File: src/rtl/rbbp_pkg.sv
package rbbp_pkg;

	typedef enum logic [1:0] {
		MODE_ALLOC   = 2'd0,
		MODE_RELEASE = 2'd1,
		MODE_TAKE    = 2'd2,
		MODE_PEEK    = 2'd3
	} mode_t;

	typedef enum logic [1:0] {
		ST_OK        = 2'd0,
		ST_EMPTY     = 2'd1,
		ST_NOT_ALLOC = 2'd2,
		ST_SATURATED = 2'd3
	} status_t;

	typedef enum logic [1:0] {
		S_IDLE,
		S_SCAN,
		S_EXEC
	} state_t;

	localparam int WORD_BITS = 32;
	localparam logic [7:0] RC_ONE = 8'd1;
	localparam logic [7:0] RC_MAX = 8'd255;

	// highest set bit of a map word, split into byte select and bit select
	function automatic logic [4:0] msb32(input logic [31:0] v);
		logic [3:0] grp;
		logic [1:0] gsel;
		logic [7:0] byte_v;
		logic [2:0] lo;
		for (int k = 0; k < 4; k++) begin
			grp[k] = |v[k*8 +: 8];
		end
		if (grp[3]) begin
			gsel = 2'd3;
		end else if (grp[2]) begin
			gsel = 2'd2;
		end else if (grp[1]) begin
			gsel = 2'd1;
		end else begin
			gsel = 2'd0;
		end
		byte_v = v[gsel*8 +: 8];
		lo = 3'd0;
		for (int j = 0; j < 8; j++) begin
			if (byte_v[j]) begin
				lo = 3'(j);
			end
		end
		return {gsel, lo};
	endfunction

endpackage

File: src/rtl/rbbp_req_if.sv
interface rbbp_req_if import rbbp_pkg::*; ();
	logic        valid;
	logic        ready;
	mode_t       mode;
	logic [6:0]  block_index;

	modport source (output valid, mode, block_index, input ready);
	modport sink (input valid, mode, block_index, output ready);
endinterface

File: src/rtl/rbbp_res_if.sv
interface rbbp_res_if import rbbp_pkg::*; ();
	logic        valid;
	logic        ready;
	status_t     status;
	logic [6:0]  block_index_res;
	logic [7:0]  refs_left;
	logic [7:0]  used_count;
	logic [7:0]  max_used;

	modport source (output valid, status, block_index_res, refs_left, used_count, max_used,
		input ready);
	modport sink (input valid, status, block_index_res, refs_left, used_count, max_used,
		output ready);
endinterface

File: src/rtl/rbbp_count_mem.sv
module rbbp_count_mem import rbbp_pkg::*; #(
	parameter int DEPTH = 128,
	parameter int AW = 7
) (
	input  logic          clk,
	input  logic          arst_n,
	input  logic          clear,
	input  logic          rd_en,
	input  logic [AW-1:0] rd_addr,
	output logic [7:0]    rd_data,
	input  logic          wr_en,
	input  logic [AW-1:0] wr_addr,
	input  logic [7:0]    wr_data
);

	logic [7:0]       mem [DEPTH];
	logic [DEPTH-1:0] valid_q;
	logic [7:0]       rd_q;
	logic             rd_valid_q;

	always_ff @(posedge clk) begin
		if (wr_en) begin
			mem[wr_addr] <= wr_data;
		end
		if (rd_en) begin
			rd_q <= mem[rd_addr];
		end
	end

	// entries never written since clear read as zero
	always_ff @(posedge clk or negedge arst_n) begin
		if (!arst_n) begin
			valid_q    <= '0;
			rd_valid_q <= 1'b0;
		end else begin
			if (clear) begin
				valid_q <= '0;
			end else if (wr_en) begin
				valid_q[wr_addr] <= 1'b1;
			end
			if (rd_en) begin
				rd_valid_q <= valid_q[rd_addr];
			end
		end
	end

	assign rd_data = rd_valid_q ? rd_q : 8'd0;

endmodule

File: src/rtl/refcounted_bitmap_block_pool_core.sv
// Block pool allocator with per-block reference counts. The free bitmap lives
// in a memory of 32-bit words and the counts in a second memory; each request
// reads them and, where it changes them, updates and writes them back.
// Release, take and peek pass through the execute state to the output
// register. Allocate examines bitmap words from the lowest-free-word hint
// upward, one word per cycle from the bitmap memory. An empty pool is
// reported once the scan passes the last word, also when the hint already
// lies past it. One request is in flight at a time; a finished result sits
// in an output register, so the next request is taken while it waits.
// Writing pool_size resets the pool to all free at once, with no clearing
// pass.
module refcounted_bitmap_block_pool_core import rbbp_pkg::*; #(
	parameter int MAX_BLOCKS = 128,
	parameter int MAP_WORDS = 4
) (
	input  logic        clk,
	input  logic        arst_n,
	input  logic        cfg_wr_en,
	input  logic [7:0]  cfg_wr_data,
	rbbp_req_if.sink    req,
	rbbp_res_if.source  res
);

	localparam int MAP_BITS = MAP_WORDS * WORD_BITS;
	localparam int CAPACITY = (MAX_BLOCKS < MAP_BITS) ? MAX_BLOCKS : MAP_BITS;
	localparam int RW = $clog2(MAX_BLOCKS);
	localparam int WW = (MAP_WORDS > 1) ? $clog2(MAP_WORDS) : 1;
	localparam int HW = $clog2(MAP_WORDS + 1);
	localparam int CW = $clog2(CAPACITY + 1);
	localparam int SW = (CW > 8) ? CW : 8;
	localparam int IW = (RW + 1 > 8) ? RW + 1 : 8;
	localparam int TW = ((SW > WW + 5) ? SW : WW + 5) + 1;
	localparam int POOL_RESET = (128 > CAPACITY) ? CAPACITY : 128;

	// free bits of a word as left by initialization for the given size
	function automatic logic [31:0] init_word(input logic [WW-1:0] w,
		input logic [SW-1:0] size);
		logic [TW-1:0] base;
		logic [31:0]   m;
		base = TW'({w, 5'd0});
		for (int j = 0; j < WORD_BITS; j++) begin
			m[j] = (base + TW'(j)) < TW'(size);
		end
		return m;
	endfunction

	state_t              state_q, state_d;
	mode_t               mode_q;
	logic [6:0]          blk_q;
	logic [HW-1:0]       word_q, word_d;
	logic [SW-1:0]       pool_q, used_q, used_d, peak_q, peak_d;
	logic [HW-1:0]       hint_q, hint_d;
	logic                load_req;

	// bitmap memory
	logic [31:0]         fmem [MAP_WORDS];
	logic [31:0]         frd_q;
	logic [WW-1:0]       fw_addr_q;
	logic [MAP_WORDS-1:0] fvalid_q;
	logic                f_rd_en, f_wr_en;
	logic [WW-1:0]       f_rd_addr;
	logic [31:0]         f_wr_data;
	logic [31:0]         fw_eff, fw_cleared;
	logic [4:0]          msb;
	logic [WW+4:0]       aidx;

	// count memory
	logic                r_rd_en, r_wr_en;
	logic [RW-1:0]       r_rd_addr, r_wr_addr;
	logic [7:0]          r_wr_data, r_rd_data;

	logic                emit, slot_ok, in_pool;
	status_t             e_status;
	logic [6:0]          e_blk;
	logic [7:0]          e_rc, cur;
	logic [HW-1:0]       word_inc;
	logic [SW-1:0]       used_inc;
	logic [SW-1:0]       cfg_size;

	logic                res_valid_q;
	status_t             res_status_q;
	logic [6:0]          res_blk_q;
	logic [7:0]          res_rc_q, res_used_q, res_max_q;

	assign cfg_size = (SW'(cfg_wr_data) > SW'(CAPACITY)) ? SW'(CAPACITY) : SW'(cfg_wr_data);

	assign fw_eff     = fvalid_q[fw_addr_q] ? frd_q : init_word(fw_addr_q, pool_q);
	assign msb        = msb32(fw_eff);
	assign fw_cleared = fw_eff & ~(32'd1 << msb);
	assign aidx       = {fw_addr_q, msb};
	assign in_pool    = IW'(blk_q) < IW'(CAPACITY);
	assign cur        = in_pool ? r_rd_data : 8'd0;
	assign word_inc   = word_q + 1'b1;
	assign used_inc   = used_q + 1'b1;
	assign slot_ok    = !res_valid_q || res.ready;
	assign req.ready  = (state_q == S_IDLE);

	rbbp_count_mem #(
		.DEPTH(MAX_BLOCKS),
		.AW(RW)
	) u_counts (
		.clk(clk),
		.arst_n(arst_n),
		.clear(cfg_wr_en),
		.rd_en(r_rd_en),
		.rd_addr(r_rd_addr),
		.rd_data(r_rd_data),
		.wr_en(r_wr_en),
		.wr_addr(r_wr_addr),
		.wr_data(r_wr_data)
	);

	always_comb begin
		state_d   = state_q;
		word_d    = word_q;
		hint_d    = hint_q;
		used_d    = used_q;
		peak_d    = peak_q;
		load_req  = 1'b0;
		f_rd_en   = 1'b0;
		f_rd_addr = WW'(req.block_index >> 5);
		f_wr_en   = 1'b0;
		f_wr_data = fw_cleared;
		r_rd_en   = 1'b0;
		r_rd_addr = RW'(req.block_index);
		r_wr_en   = 1'b0;
		r_wr_addr = RW'(blk_q);
		r_wr_data = RC_ONE;
		emit      = 1'b0;
		e_status  = ST_OK;
		e_blk     = blk_q;
		e_rc      = 8'd0;
		unique case (state_q)
			S_IDLE: begin
				if (req.valid) begin
					load_req = 1'b1;
					if (req.mode == MODE_ALLOC) begin
						word_d  = hint_q;
						f_rd_en = hint_q < HW'(MAP_WORDS);
						f_rd_addr = WW'(hint_q);
						state_d = S_SCAN;
					end else begin
						f_rd_en = 1'b1;
						r_rd_en = 1'b1;
						state_d = S_EXEC;
					end
				end
			end
			S_SCAN: begin
				if (word_q >= HW'(MAP_WORDS)) begin
					e_status = ST_EMPTY;
					e_blk    = 7'd0;
					if (slot_ok) begin
						emit    = 1'b1;
						state_d = S_IDLE;
					end
				end else if (fw_eff != 32'd0) begin
					e_blk = 7'(aidx);
					e_rc  = RC_ONE;
					if (slot_ok) begin
						emit      = 1'b1;
						f_wr_en   = 1'b1;
						r_wr_en   = 1'b1;
						r_wr_addr = RW'(aidx);
						hint_d    = (fw_cleared == 32'd0) ? word_inc : word_q;
						used_d    = used_inc;
						peak_d    = (used_inc > peak_q) ? used_inc : peak_q;
						state_d   = S_IDLE;
					end
				end else begin
					// word is full, move on to the next one
					word_d    = word_inc;
					f_rd_en   = word_inc < HW'(MAP_WORDS);
					f_rd_addr = WW'(word_inc);
				end
			end
			S_EXEC: begin
				f_wr_data = fw_eff | (32'd1 << blk_q[4:0]);
				case (mode_q)
					MODE_RELEASE: begin
						if (cur == 8'd0) begin
							e_status = ST_NOT_ALLOC;
						end else if (cur > RC_ONE) begin
							e_rc      = cur - 8'd1;
							r_wr_data = cur - 8'd1;
							r_wr_en   = slot_ok;
						end else begin
							// last reference gone: block returns to the map
							r_wr_data = 8'd0;
							r_wr_en   = slot_ok;
							f_wr_en   = slot_ok;
							if (slot_ok) begin
								hint_d = (HW'(fw_addr_q) < hint_q) ? HW'(fw_addr_q) : hint_q;
								used_d = used_q - 1'b1;
							end
						end
					end
					MODE_TAKE: begin
						if (cur == 8'd0) begin
							e_status = ST_NOT_ALLOC;
						end else if (cur == RC_MAX) begin
							e_status = ST_SATURATED;
							e_rc     = RC_MAX;
						end else begin
							e_rc      = cur + 8'd1;
							r_wr_data = cur + 8'd1;
							r_wr_en   = slot_ok;
						end
					end
					default: begin
						e_rc = cur;
					end
				endcase
				if (slot_ok) begin
					emit    = 1'b1;
					state_d = S_IDLE;
				end
			end
			default: begin
				state_d = S_IDLE;
			end
		endcase
	end

	always_ff @(posedge clk or negedge arst_n) begin
		if (!arst_n) begin
			state_q  <= S_IDLE;
			pool_q   <= SW'(POOL_RESET);
			hint_q   <= '0;
			used_q   <= '0;
			peak_q   <= '0;
			fvalid_q <= '0;
			word_q   <= '0;
		end else begin
			state_q <= state_d;
			word_q  <= word_d;
			if (cfg_wr_en) begin
				pool_q   <= cfg_size;
				hint_q   <= '0;
				used_q   <= '0;
				peak_q   <= '0;
				fvalid_q <= '0;
			end else begin
				hint_q <= hint_d;
				used_q <= used_d;
				peak_q <= peak_d;
				if (f_wr_en) begin
					fvalid_q[fw_addr_q] <= 1'b1;
				end
			end
		end
	end

	always_ff @(posedge clk) begin
		if (f_wr_en) begin
			fmem[fw_addr_q] <= f_wr_data;
		end
		if (f_rd_en) begin
			frd_q     <= fmem[f_rd_addr];
			fw_addr_q <= f_rd_addr;
		end
		if (load_req) begin
			mode_q <= req.mode;
			blk_q  <= req.block_index;
		end
	end

	// output register parts the result from the next request
	always_ff @(posedge clk or negedge arst_n) begin
		if (!arst_n) begin
			res_valid_q <= 1'b0;
		end else if (emit) begin
			res_valid_q <= 1'b1;
		end else if (res.ready) begin
			res_valid_q <= 1'b0;
		end
	end

	always_ff @(posedge clk) begin
		if (emit) begin
			res_status_q <= e_status;
			res_blk_q    <= e_blk;
			res_rc_q     <= e_rc;
			res_used_q   <= used_d[7:0];
			res_max_q    <= peak_d[7:0];
		end
	end

	assign res.valid           = res_valid_q;
	assign res.status          = res_status_q;
	assign res.block_index_res = res_blk_q;
	assign res.refs_left       = res_rc_q;
	assign res.used_count      = res_used_q;
	assign res.max_used        = res_max_q;

endmodule

File: src/flat_wrapper.sv
// flat-port wrapper written by rule: the top's interface ports become plain ports
module refcounted_bitmap_block_pool_core_flat import rbbp_pkg::*;
#(
	parameter int MAX_BLOCKS = 128,
	parameter int MAP_WORDS = 4
)
  (clk, arst_n, cfg_wr_en, cfg_wr_data, req_valid, req_mode, req_block_index, req_ready, res_valid, res_status, res_block_index_res, res_refs_left, res_used_count, res_max_used, res_ready);
  rbbp_req_if req_i ();
  rbbp_res_if res_i ();
  input  logic clk;
  input  logic arst_n;
  input  logic cfg_wr_en;
  input  logic [7:0] cfg_wr_data;
  input wire logic [$bits(req_i.valid)-1:0] req_valid;
  input wire logic [$bits(req_i.mode)-1:0] req_mode;
  input wire logic [$bits(req_i.block_index)-1:0] req_block_index;
  output wire logic [$bits(req_i.ready)-1:0] req_ready;
  output wire logic [$bits(res_i.valid)-1:0] res_valid;
  output wire logic [$bits(res_i.status)-1:0] res_status;
  output wire logic [$bits(res_i.block_index_res)-1:0] res_block_index_res;
  output wire logic [$bits(res_i.refs_left)-1:0] res_refs_left;
  output wire logic [$bits(res_i.used_count)-1:0] res_used_count;
  output wire logic [$bits(res_i.max_used)-1:0] res_max_used;
  input wire logic [$bits(res_i.ready)-1:0] res_ready;
  assign req_i.valid = req_valid;
  assign req_i.mode = req_mode;
  assign req_i.block_index = req_block_index;
  assign req_ready = req_i.ready;
  assign res_valid = res_i.valid;
  assign res_status = res_i.status;
  assign res_block_index_res = res_i.block_index_res;
  assign res_refs_left = res_i.refs_left;
  assign res_used_count = res_i.used_count;
  assign res_max_used = res_i.max_used;
  assign res_i.ready = res_ready;
  refcounted_bitmap_block_pool_core #(.MAX_BLOCKS(MAX_BLOCKS), .MAP_WORDS(MAP_WORDS)) u_core (.clk(clk), .arst_n(arst_n), .cfg_wr_en(cfg_wr_en), .cfg_wr_data(cfg_wr_data), .req(req_i), .res(res_i));
endmodule
File: config.mk
export PLATFORM = sky130hd
export DESIGN_NAME = refcounted_bitmap_block_pool_core_flat
export DESIGN_NICKNAME = d
export VERILOG_FILES = /design/src/rtl/rbbp_pkg.sv /design/src/rtl/rbbp_req_if.sv /design/src/rtl/rbbp_res_if.sv /design/src/rtl/rbbp_count_mem.sv /design/src/rtl/refcounted_bitmap_block_pool_core.sv /design/src/flat_wrapper.sv
export SDC_FILE = /design/constraint.sdc
export NUM_CORES = 2
export LEC_CHECK = 0
export BUFFER_PORTS_ARGS = -buffer_cell sky130_fd_sc_hd__clkbuf_2
export CAP_MARGIN = 20
export CORE_MARGIN = 10
export CORE_UTILIZATION = 57
export CTS_CLUSTER_DIAMETER = 200
export DETAILED_ROUTE_END_ITERATION = 12
export GPL_ROUTABILITY_DRIVEN = 0
export HOLD_SLACK_MARGIN = 0.08
export PLACE_DENSITY = 0.76
export REMOVE_ABC_BUFFERS = 1
export SLEW_MARGIN = 10
export SYNTH_ARGS = -nofsm -noshare
export SYNTH_HDL_FRONTEND = slang
export SYNTH_SLANG_ARGS = --single-unit
File: constraint.sdc
create_clock -name clk -period 6.15 [get_ports clk]
set_clock_uncertainty 0.15 [all_clocks]
set_input_delay 0.3075 -clock clk [delete_from_list [all_inputs] [get_ports clk]]
set_output_delay 0.3075 -clock clk [all_outputs]
set_load 0.01 [all_outputs]
# After elaboration in Yosys (flattened, before gate mapping)
# Memories as Yosys holds them, arrays and structs flattened. A register that Yosys moved wholly into a read port is not among the register bits.
# Index checks and enable logic that the tools add are counted.
op_classes:
  eq_ne: 18
  n_bitwise: 5
  n_reduce_logical: 20
  add_sub_neg: 36
  magnitude_cmp: 44
  n_shift: 3
  n_mux: 124
op_table:
  columns: ["operator", "n"]
  rows:
  - ["9-bit by 8-bit less-than comparator with 1-bit output", 31]
  - ["128-bit 2-to-1 mux", 2]
  - ["8-bit 2-to-1 mux", 25]
  - ["7-bit by 5-bit adder with 8-bit output (second input constant)", 16]
  - ["128-bit bitwise OR", 1]
  - ["7-bit by 4-bit adder with 8-bit output (second input constant)", 8]
  - ["32-bit 2-to-1 mux", 2]
  - ["8-bit one-hot mux with 2 select lines", 4]
  - ["1-bit by 5-bit << shifter with 32-bit output (first input constant)", 2]
  - ["3-bit 2-to-1 mux", 18]
  - ["7-bit 2-to-1 mux", 7]
  - ["1-bit 2-to-1 mux", 33]
  - ["7-bit by 3-bit adder with 8-bit output (second input constant)", 4]
  - ["32-bit bitwise AND", 1]
  - ["32-bit zero test", 1]
  - ["2-bit 2-to-1 mux", 16]
  - ["32-bit inverter", 1]
  - ["32-bit bitwise OR", 1]
  - ["32-bit nonzero test", 1]
  - ["32-bit by 6-bit variable part select with 8-bit output", 1]
  - ["8-bit OR reduction", 3]
  - ["7-bit by 2-bit adder with 8-bit output (second input constant)", 2]
  - ["8-bit by 1-bit adder with 8-bit output (second input constant)", 2]
  - ["7-bit by 8-bit less-than comparator with 1-bit output (second input constant)", 2]
  - ["other kinds (41)", 66]
totals:
  inputBits: 22
  ram_bits: 1152
  register_bits: 210
  mem_count: 2
memory_table:
  columns: ["name", "words", "word_bits", "read_ports", "rd_ports_with_merged_regs", "write_ports", "line", "text"]
  rows:
  - ["u_core.u_counts.mem", 128, 8, 1, 1, 1, "rbbp_count_mem.sv:16", "logic [7:0] mem [DEPTH];"]
  - ["u_core.fmem", 4, 32, 1, 1, 1, "refcounted_bitmap_block_pool_core.sv:56", "logic [31:0] fmem [MAP_WORDS];"]

# Logic depth before layout (Yosys ltp)
logic_depth:
  depth_word: 26
  mapped_depth: 20
  ltp_nobuf: 16

# By module
# Synthesis repeated with hierarchy kept, for this count alone.
hier_totals:
  cells_unflattened: 3356
  area_unflattened_um2: 58157.0
by_module_without_submodules:
  columns: ["mod", "area_per_inst_um2", "seq_area_each_um2", "n_inst", "cells_each"]
  rows:
  - ["rbbp_count_mem", 45257.2, 34217.8, 1, 2172]
  - ["refcounted_bitmap_block_pool_core", 12899.9, 7053.0, 1, 1184]

# Least setup slack after synthesis
# OpenSTA, ideal clock, no wires.
synth_timing:
  path_kind: "register to register"
  start: "register u_core.u_counts.rd_valid_q"
  end: "memory u_core.u_counts.mem[0][7], data pin"
  required_time_ns: 5.110
  setup_slack_ns: -0.570
  setup_ns: 0.890
  path_buffers: 3
  period_less_slack_ns: 6.720
  path_stages_with_launch: 13
  t_arrival_ns: 5.681
  cell_sequence: "dfrtp_1 clkbuf_1 clkbuf_1 nand2_1 ha_1 nand3_1 a21o_1 and2_1 clkbuf_1 nand2_1 nor2_1 nand2_1 a21oi_1"
synth_between:
  elab_chain_len: 6
  elab_cells_between_ends: 12
  cone_classes: "add/sub (2); order compare (1); eq/ne (1); mux (7); reduce/logical (1)"
synth_lines:
  columns: ["item", "line", "text"]
  rows:
  - ["start, declared", "rbbp_count_mem.sv:19", "logic rd_valid_q;"]
  - ["start signal, assigned", "rbbp_count_mem.sv:42", "rd_valid_q <= valid_q[rd_addr];"]
  - ["8-bit 2-to-1 mux *", "rbbp_count_mem.sv:47", "assign rd_data = rd_valid_q ? rd_q : 8'd0;"]
  - ["8-bit by 1-bit adder with 8-bit output, or another cell as far along", "refcounted_bitmap_block_pool_core.sv:206", "r_wr_data = cur + 8'd1;"]
  - ["8-bit 2-to-1 mux, on equally long branches", "refcounted_bitmap_block_pool_core.sv:201, refcounted_bitmap_block_pool_core.sv:183", null]
  - ["8-bit 2-to-1 mux, on equally long branches", "refcounted_bitmap_block_pool_core.sv:199, refcounted_bitmap_block_pool_core.sv:181", null]
  - ["8-bit one-hot mux with 2 select lines *", "refcounted_bitmap_block_pool_core.sv:179", "case (mode_q)"]
  - ["8-bit 2-to-1 mux *", "refcounted_bitmap_block_pool_core.sv:133", "unique case (state_q)"]
  - ["via u_core.r_wr_data[7]", "refcounted_bitmap_block_pool_core.sv:70", "logic [7:0] r_wr_data, r_rd_data;"]
  - ["end, declared", "rbbp_count_mem.sv:16", null]
# Mark *: on every way through the listed nets, which the timed path passes. The rest lies on a longest branch.

# Worst setup path after layout
layout_timing:
  start: "register u_core.fw_addr_q[0]"
  end: "memory u_core.u_counts.mem[27][4] (enable)"
layout_between:
  elab_chain_len: 19
  elab_cells_between_ends: 90
  cone_classes: "add/sub (31); order compare (32); shift (1); mux (22); reduce/logical (4)"
layout_lines:
  columns: ["item", "line", "text"]
  rows:
  - ["start, declared", "refcounted_bitmap_block_pool_core.sv:58", "logic [WW-1:0] fw_addr_q;"]
  - ["start signal, assigned", "refcounted_bitmap_block_pool_core.sv:260", "fw_addr_q <= f_rd_addr;"]
  - ["7-bit by 4-bit adder with 8-bit output or 1-bit binary-select mux with 2-bit select (tied branches)", "refcounted_bitmap_block_pool_core.sv:42, refcounted_bitmap_block_pool_core.sv:87", null]
  - ["9-bit by 8-bit less-than comparator with 1-bit output or 1-bit 2-to-1 mux (tied branches)", "refcounted_bitmap_block_pool_core.sv:42, refcounted_bitmap_block_pool_core.sv:87", null]
  - ["32-bit 2-to-1 mux", "refcounted_bitmap_block_pool_core.sv:87", "assign fw_eff = fvalid_q[fw_addr_q] ? frd_q : init_word(fw_addr_q, pool_q);"]
  - ["8-bit OR reduction", "rbbp_pkg.sv:34", "grp[k] = |v[k*8 +: 8];"]
  - ["1-bit 2-to-1 mux", "rbbp_pkg.sv:40", "end else if (grp[1]) begin"]
  - ["2-bit 2-to-1 mux", "rbbp_pkg.sv:38", "end else if (grp[2]) begin"]
  - ["2-bit 2-to-1 mux", "rbbp_pkg.sv:36", "if (grp[3]) begin"]
  - ["32-bit by 6-bit variable part select with 8-bit output", "rbbp_pkg.sv:45", "byte_v = v[gsel*8 +: 8];"]
  - ["1-bit 2-to-1 mux", "rbbp_pkg.sv:48", "if (byte_v[j]) begin"]
  - ["2-bit 2-to-1 mux (2 in a row)", "rbbp_pkg.sv:48", null]
  - ["3-bit 2-to-1 mux (4 in a row)", "rbbp_pkg.sv:48", null]
  - ["7-bit 2-to-1 mux", "refcounted_bitmap_block_pool_core.sv:160", "if (slot_ok) begin"]
  - ["7-bit 2-to-1 mux", "refcounted_bitmap_block_pool_core.sv:157", "end else if (fw_eff != 32'd0) begin"]
  - ["7-bit 2-to-1 mux", "refcounted_bitmap_block_pool_core.sv:150", "if (word_q >= HW'(MAP_WORDS)) begin"]
  - ["7-bit 2-to-1 mux", "refcounted_bitmap_block_pool_core.sv:133", null]
# Several ways; a longest one is shown, not always the timed one. The select of a mux whose other input is x is not followed.

==> qor.txt <==
Status -> complete, no violations
Post-synth ARST share -> 11.8%
Rows -> 117
Avg Cell Area, Syn -> 17.1 µm²
Slowest CP cell -> nor2_1
Initial Utilization -> 57.3%
Slowest stage delay, CP -> 0.60 ns
CTS tree -> built
Sequential share of power -> 49.1%
Final setup viols -> 0
Core ar. -> 0.102 mm²
Synth Cell Area -> 0.0583 mm²
Final HPWL DP -> 85.3 mm
Synth warnings -> 0
Worst Hold Class -> in -> async
Final hold vios -> 0
CP max FO -> 16
Sw Share -> 26.1%
Relative slew margins -> 24.2%
Post-Place Setup Slack -> 0.218 ns
Router iterations before antenna repair -> 10
Most frequent CP cell -> nor2_1
Slew Viols, Final -> 0
Vias in the first global route -> 33061
Share of cells above drive strength 1 -> 24.9%
Worst VDD drop -> 327 µV
WS Path Type -> reg -> reg
Crit path capture type -> flip-flop
Netlist cell types -> 98
Wire per inst -> 28.1 µm
Seq/Total Area, Yosys -> 70.7%
Bufs and invs on worst path -> 2
Final WS setup -> 0.244 ns
Clk sinks -> 1402
Startpoint Class -> flip-flop
P_int -> 16.6 mW
WP data required -> 6.35 ns
Crit Reg-Reg Startpoint -> u_core.fw_addr_q[0]
Die height -> 340 µm
Crit path time final -> 5.91 ns
Post-CTS Setup Bufs -> 0
Power Density -> 341 mW/mm²
Fmax -> 0.169 GHz
Finished Core Util -> 64.8%
Static Leak -> 22.6 nW
Clock Latency Late Sink -> 0.74 ns
Least-Margin Pin Slew -> 1.14 ns
CTS Buf Count -> 141
Final WL -> 142 mm
Grt total ovfl -> 0
NetSw -> 5.86 mW
Crit path from -> u_core.fw_addr_q[0]
H-tree depth -> 4
Area Overhead vs Synth -> 12.9%
CTS clk-pin slew, worst paths -> 0.07 ns
Synth Instances -> 3411
Root Buffer Master -> clkbuf_16
Die area -> 0.116 mm²
Overall Power -> 22.5 mW
Fin crit share -> 96.0%
Fillcell total -> 6690
Most used DFF post-synth -> edfxtp_1
Vias/cell -> 6.57
Synthesized flop and latch total -> 1402
Max-Cap Viols -> 0
Worst EP arrival -> 6.11 ns
Initial antenna violation count -> 1
Crit path cell chain -> inv_1, ha_1, nand3b_1, o22ai_1, nand3_1, a2111o_1, a21oi_1, o32a_1, nor2_1, o31ai_1, mux2_2, nand2_1, or2_1, buf_4, nor2_1
DR vias -> 33248
GRT Overall Usage -> 24.6%
EDFF count, synth -> 1236
Part of the power in combinational logic -> 13.5%
Largest net degree at the start of global routing -> 129
Antenna viol nets, final -> 0
Chip width -> 340 µm
Clk pwr share -> 37.5%
CP delay by family, top -> compound AO/OA/AOI/OAI gates
RSZ-0062 raised after global routing -> yes
Port Buffers -> 56
First-pass GRT wire length -> 216 mm
Drt drc -> 0
Top Ports -> 57
Nets -> 3629
CTS Buffer Depth -> 3
DRT iter0 DRCs -> 4443
[synthesized netlist by cell type, types with 5 or more instances]
| cell type | count | share of area (%) |
|---|---|---|
| inv_1 | 43 | 0.28 |
| buf_1 | 37 | 0.24 |
| nand4_1 | 5 | 0.054 |
| buf_2 | 27 | 0.23 |
| a221oi_1 | 9 | 0.14 |
| a22o_1 | 15 | 0.23 |
| nor3_1 | 22 | 0.19 |
| nand3_1 | 23 | 0.20 |
| nor2_1 | 351 | 2.3 |
| a21o_1 | 17 | 0.22 |
| o21ai_1 | 7 | 0.060 |
| nand2b_1 | 15 | 0.16 |
| nand2_1 | 250 | 1.6 |
| or3_1 | 8 | 0.086 |
| xor2_1 | 6 | 0.090 |
| ha_1 | 24 | 0.51 |
| mux4_2 | 379 | 15 |
| o31ai_1 | 9 | 0.12 |
| dfrtp_1 | 165 | 7.1 |
| nor2b_1 | 25 | 0.27 |
| clkbuf_1 | 138 | 0.89 |
| xnor2_1 | 10 | 0.15 |
| mux2_2 | 15 | 0.29 |
| a31oi_1 | 50 | 0.54 |
| a21oi_1 | 181 | 1.6 |
| o21ai_0 | 90 | 0.77 |
| or2_2 | 6 | 0.064 |
| mux2i_1 | 7 | 0.12 |
| o21a_1 | 13 | 0.17 |
| and2_1 | 22 | 0.24 |
| a22oi_1 | 13 | 0.17 |
| edfxtp_1 | 1236 | 64 |
| and3_1 | 46 | 0.49 |
| o22ai_1 | 12 | 0.13 |
| o21ba_2 | 6 | 0.10 |
| buf_4 | 12 | 0.15 |
[cell families (layout without fill, tap and decap cells)]
family | count (synthesis) | in the layout | synth area share [%]
AO/OA/AOI/OAI | 486 | 486 | 5.26
XOR/XNOR | 16 | 16 | 0.240
adder cells (fa/ha/maj) | 24 | 24 | 0.515
buffers and inverters | 263 | 547 | 1.88
flip-flops | 1402 | 1402 | 70.7
multiplexers | 403 | 403 | 15.1
other | 0 | 1 | 0
AND/OR/NAND/NOR | 817 | 817 | 6.28
[path summary, 6_finish.rpt]
kind / to / slack (ns) / cells past startpoint
setup / recovery: u_core.u_counts.mem[27][4] / 0.24 / 15
hold / removal: u_core.pool_q[5] / 0.12 / 2
setup reg to reg: u_core.u_counts.mem[27][4] / 0.24 / 15
hold reg to reg: u_core.u_counts.valid_q[74] / 0.34 / 2
max in group asynchronous: u_core.u_counts.valid_q[127] / 4.16 / 3
min in group clk: u_core.blk_q[3] / 0.19 / 1
[cell type report]
| type | count | area (µm²) | area share, % |
|---|---|---|---|
| Clock inverter | 77 | 754 | 1.14 |
| Sequential cell | 1402 | 41300 | 62.6 |
| Tap cell | 1368 | 1710 | 2.60 |
| Inverter | 44 | 165 | 0.251 |
| Timing Repair Buffer | 248 | 2010 | 3.05 |
| Multi-Input combinational cell | 1746 | 16200 | 24.6 |
| Antenna cell | 1 | 2.50 | 0.00380 |
| Clock buffer | 178 | 3790 | 5.75 |
[power groups by stage]
stage | Combinational (mW) | Clock (mW) | Sequential, mW
after global routing | 3.21 | 8.89 | 11.0
final | 3.02 | 8.42 | 11.0
after floorplan | 1.57 | 0 | 11.2
after detailed placement | 2.90 | 0 | 11.2
after global placement | 2.86 | 0 | 11.2
after CTS | 2.94 | 8.50 | 11.0
[per-layer routing]
layer  track usage, %  vias to the layer above  part of all wire (%)
met3             5.72                      306                    10
met4             8.60                        4                   3.2
met2             37.9                     2041                    48
met1             34.5                    17092                    39
li1                 -                    13805                     -
met5                0                        -                 0.049
[registers in the layout, indices dropped and copies added, names as in the netlist, 3 cells and up]
name and flops:
u_core.pool_q 8, u_core.res.block_index_res 7, u_core.res.used_count 8, u_core.fvalid_q 4, u_core.hint_q 3, u_core.res.refs_left 8, u_core.res.max_used 8, u_core.u_counts.valid_q 128
u_core.frd_q 32, u_core.fmem 128, u_core.u_counts.rd_q 8, u_core.peak_q 8, u_core.used_q 8, u_core.u_counts.mem 1024, u_core.blk_q 7, u_core.word_q 3
[cells in the final DEF (no fill, tap or decap), types with 8 or more instances in the layout]
cell           count
o21ai_0           89
nand2b_1          10
dlygate4sd3_1     26
a22oi_1           13
bufinv_16         10
clkbuf_16        144
and3_1            46
nor3_1            22
and2_1            21
xnor2_1           10
a21o_1            17
mux2_2            15
buf_4            154
nor2_2            29
or3_1              8
ha_1              24
clkinv_2          27
o21a_1            13
nor2b_1           25
nand2_1          250
inv_1             42
o22ai_1           12
buf_12            15
clkbuf_1          28
inv_6              8
nand3_1           23
edfxtp_1        1236
a21oi_1          180
dfrtp_1          165
mux4_2           379
a221oi_1           9
o31ai_1            9
nor2_4            13
a22o_1            15
clkinv_1          19
nor2_1           312
clkbuf_2          50
a31oi_1           50
[through the flow]
stage | instances | hold slack [ns] | TNS (ns) | instance area [µm²]
after floorplan | 3192 | -0.138 | -38.95 | 57400
after detailed placement | 4781 | 0.329 | 0 | 60900
after global routing | 5063 | 0.171 | -2.20 | 65900
final | 5064 | 0.116 | 0 | 65900
after global placement | 4781 | 0.319 | 0 | 60900
after CTS | 5062 | 0.130 | 0 | 65700
[repair_timing]
action	CTS	global route
endpoints found under the setup margin	0	527
hold endpoints to repair	130	0
hold buffers	26	0
resized for setup	0	43
No activity file was read; power rests on OpenSTA's default activity.
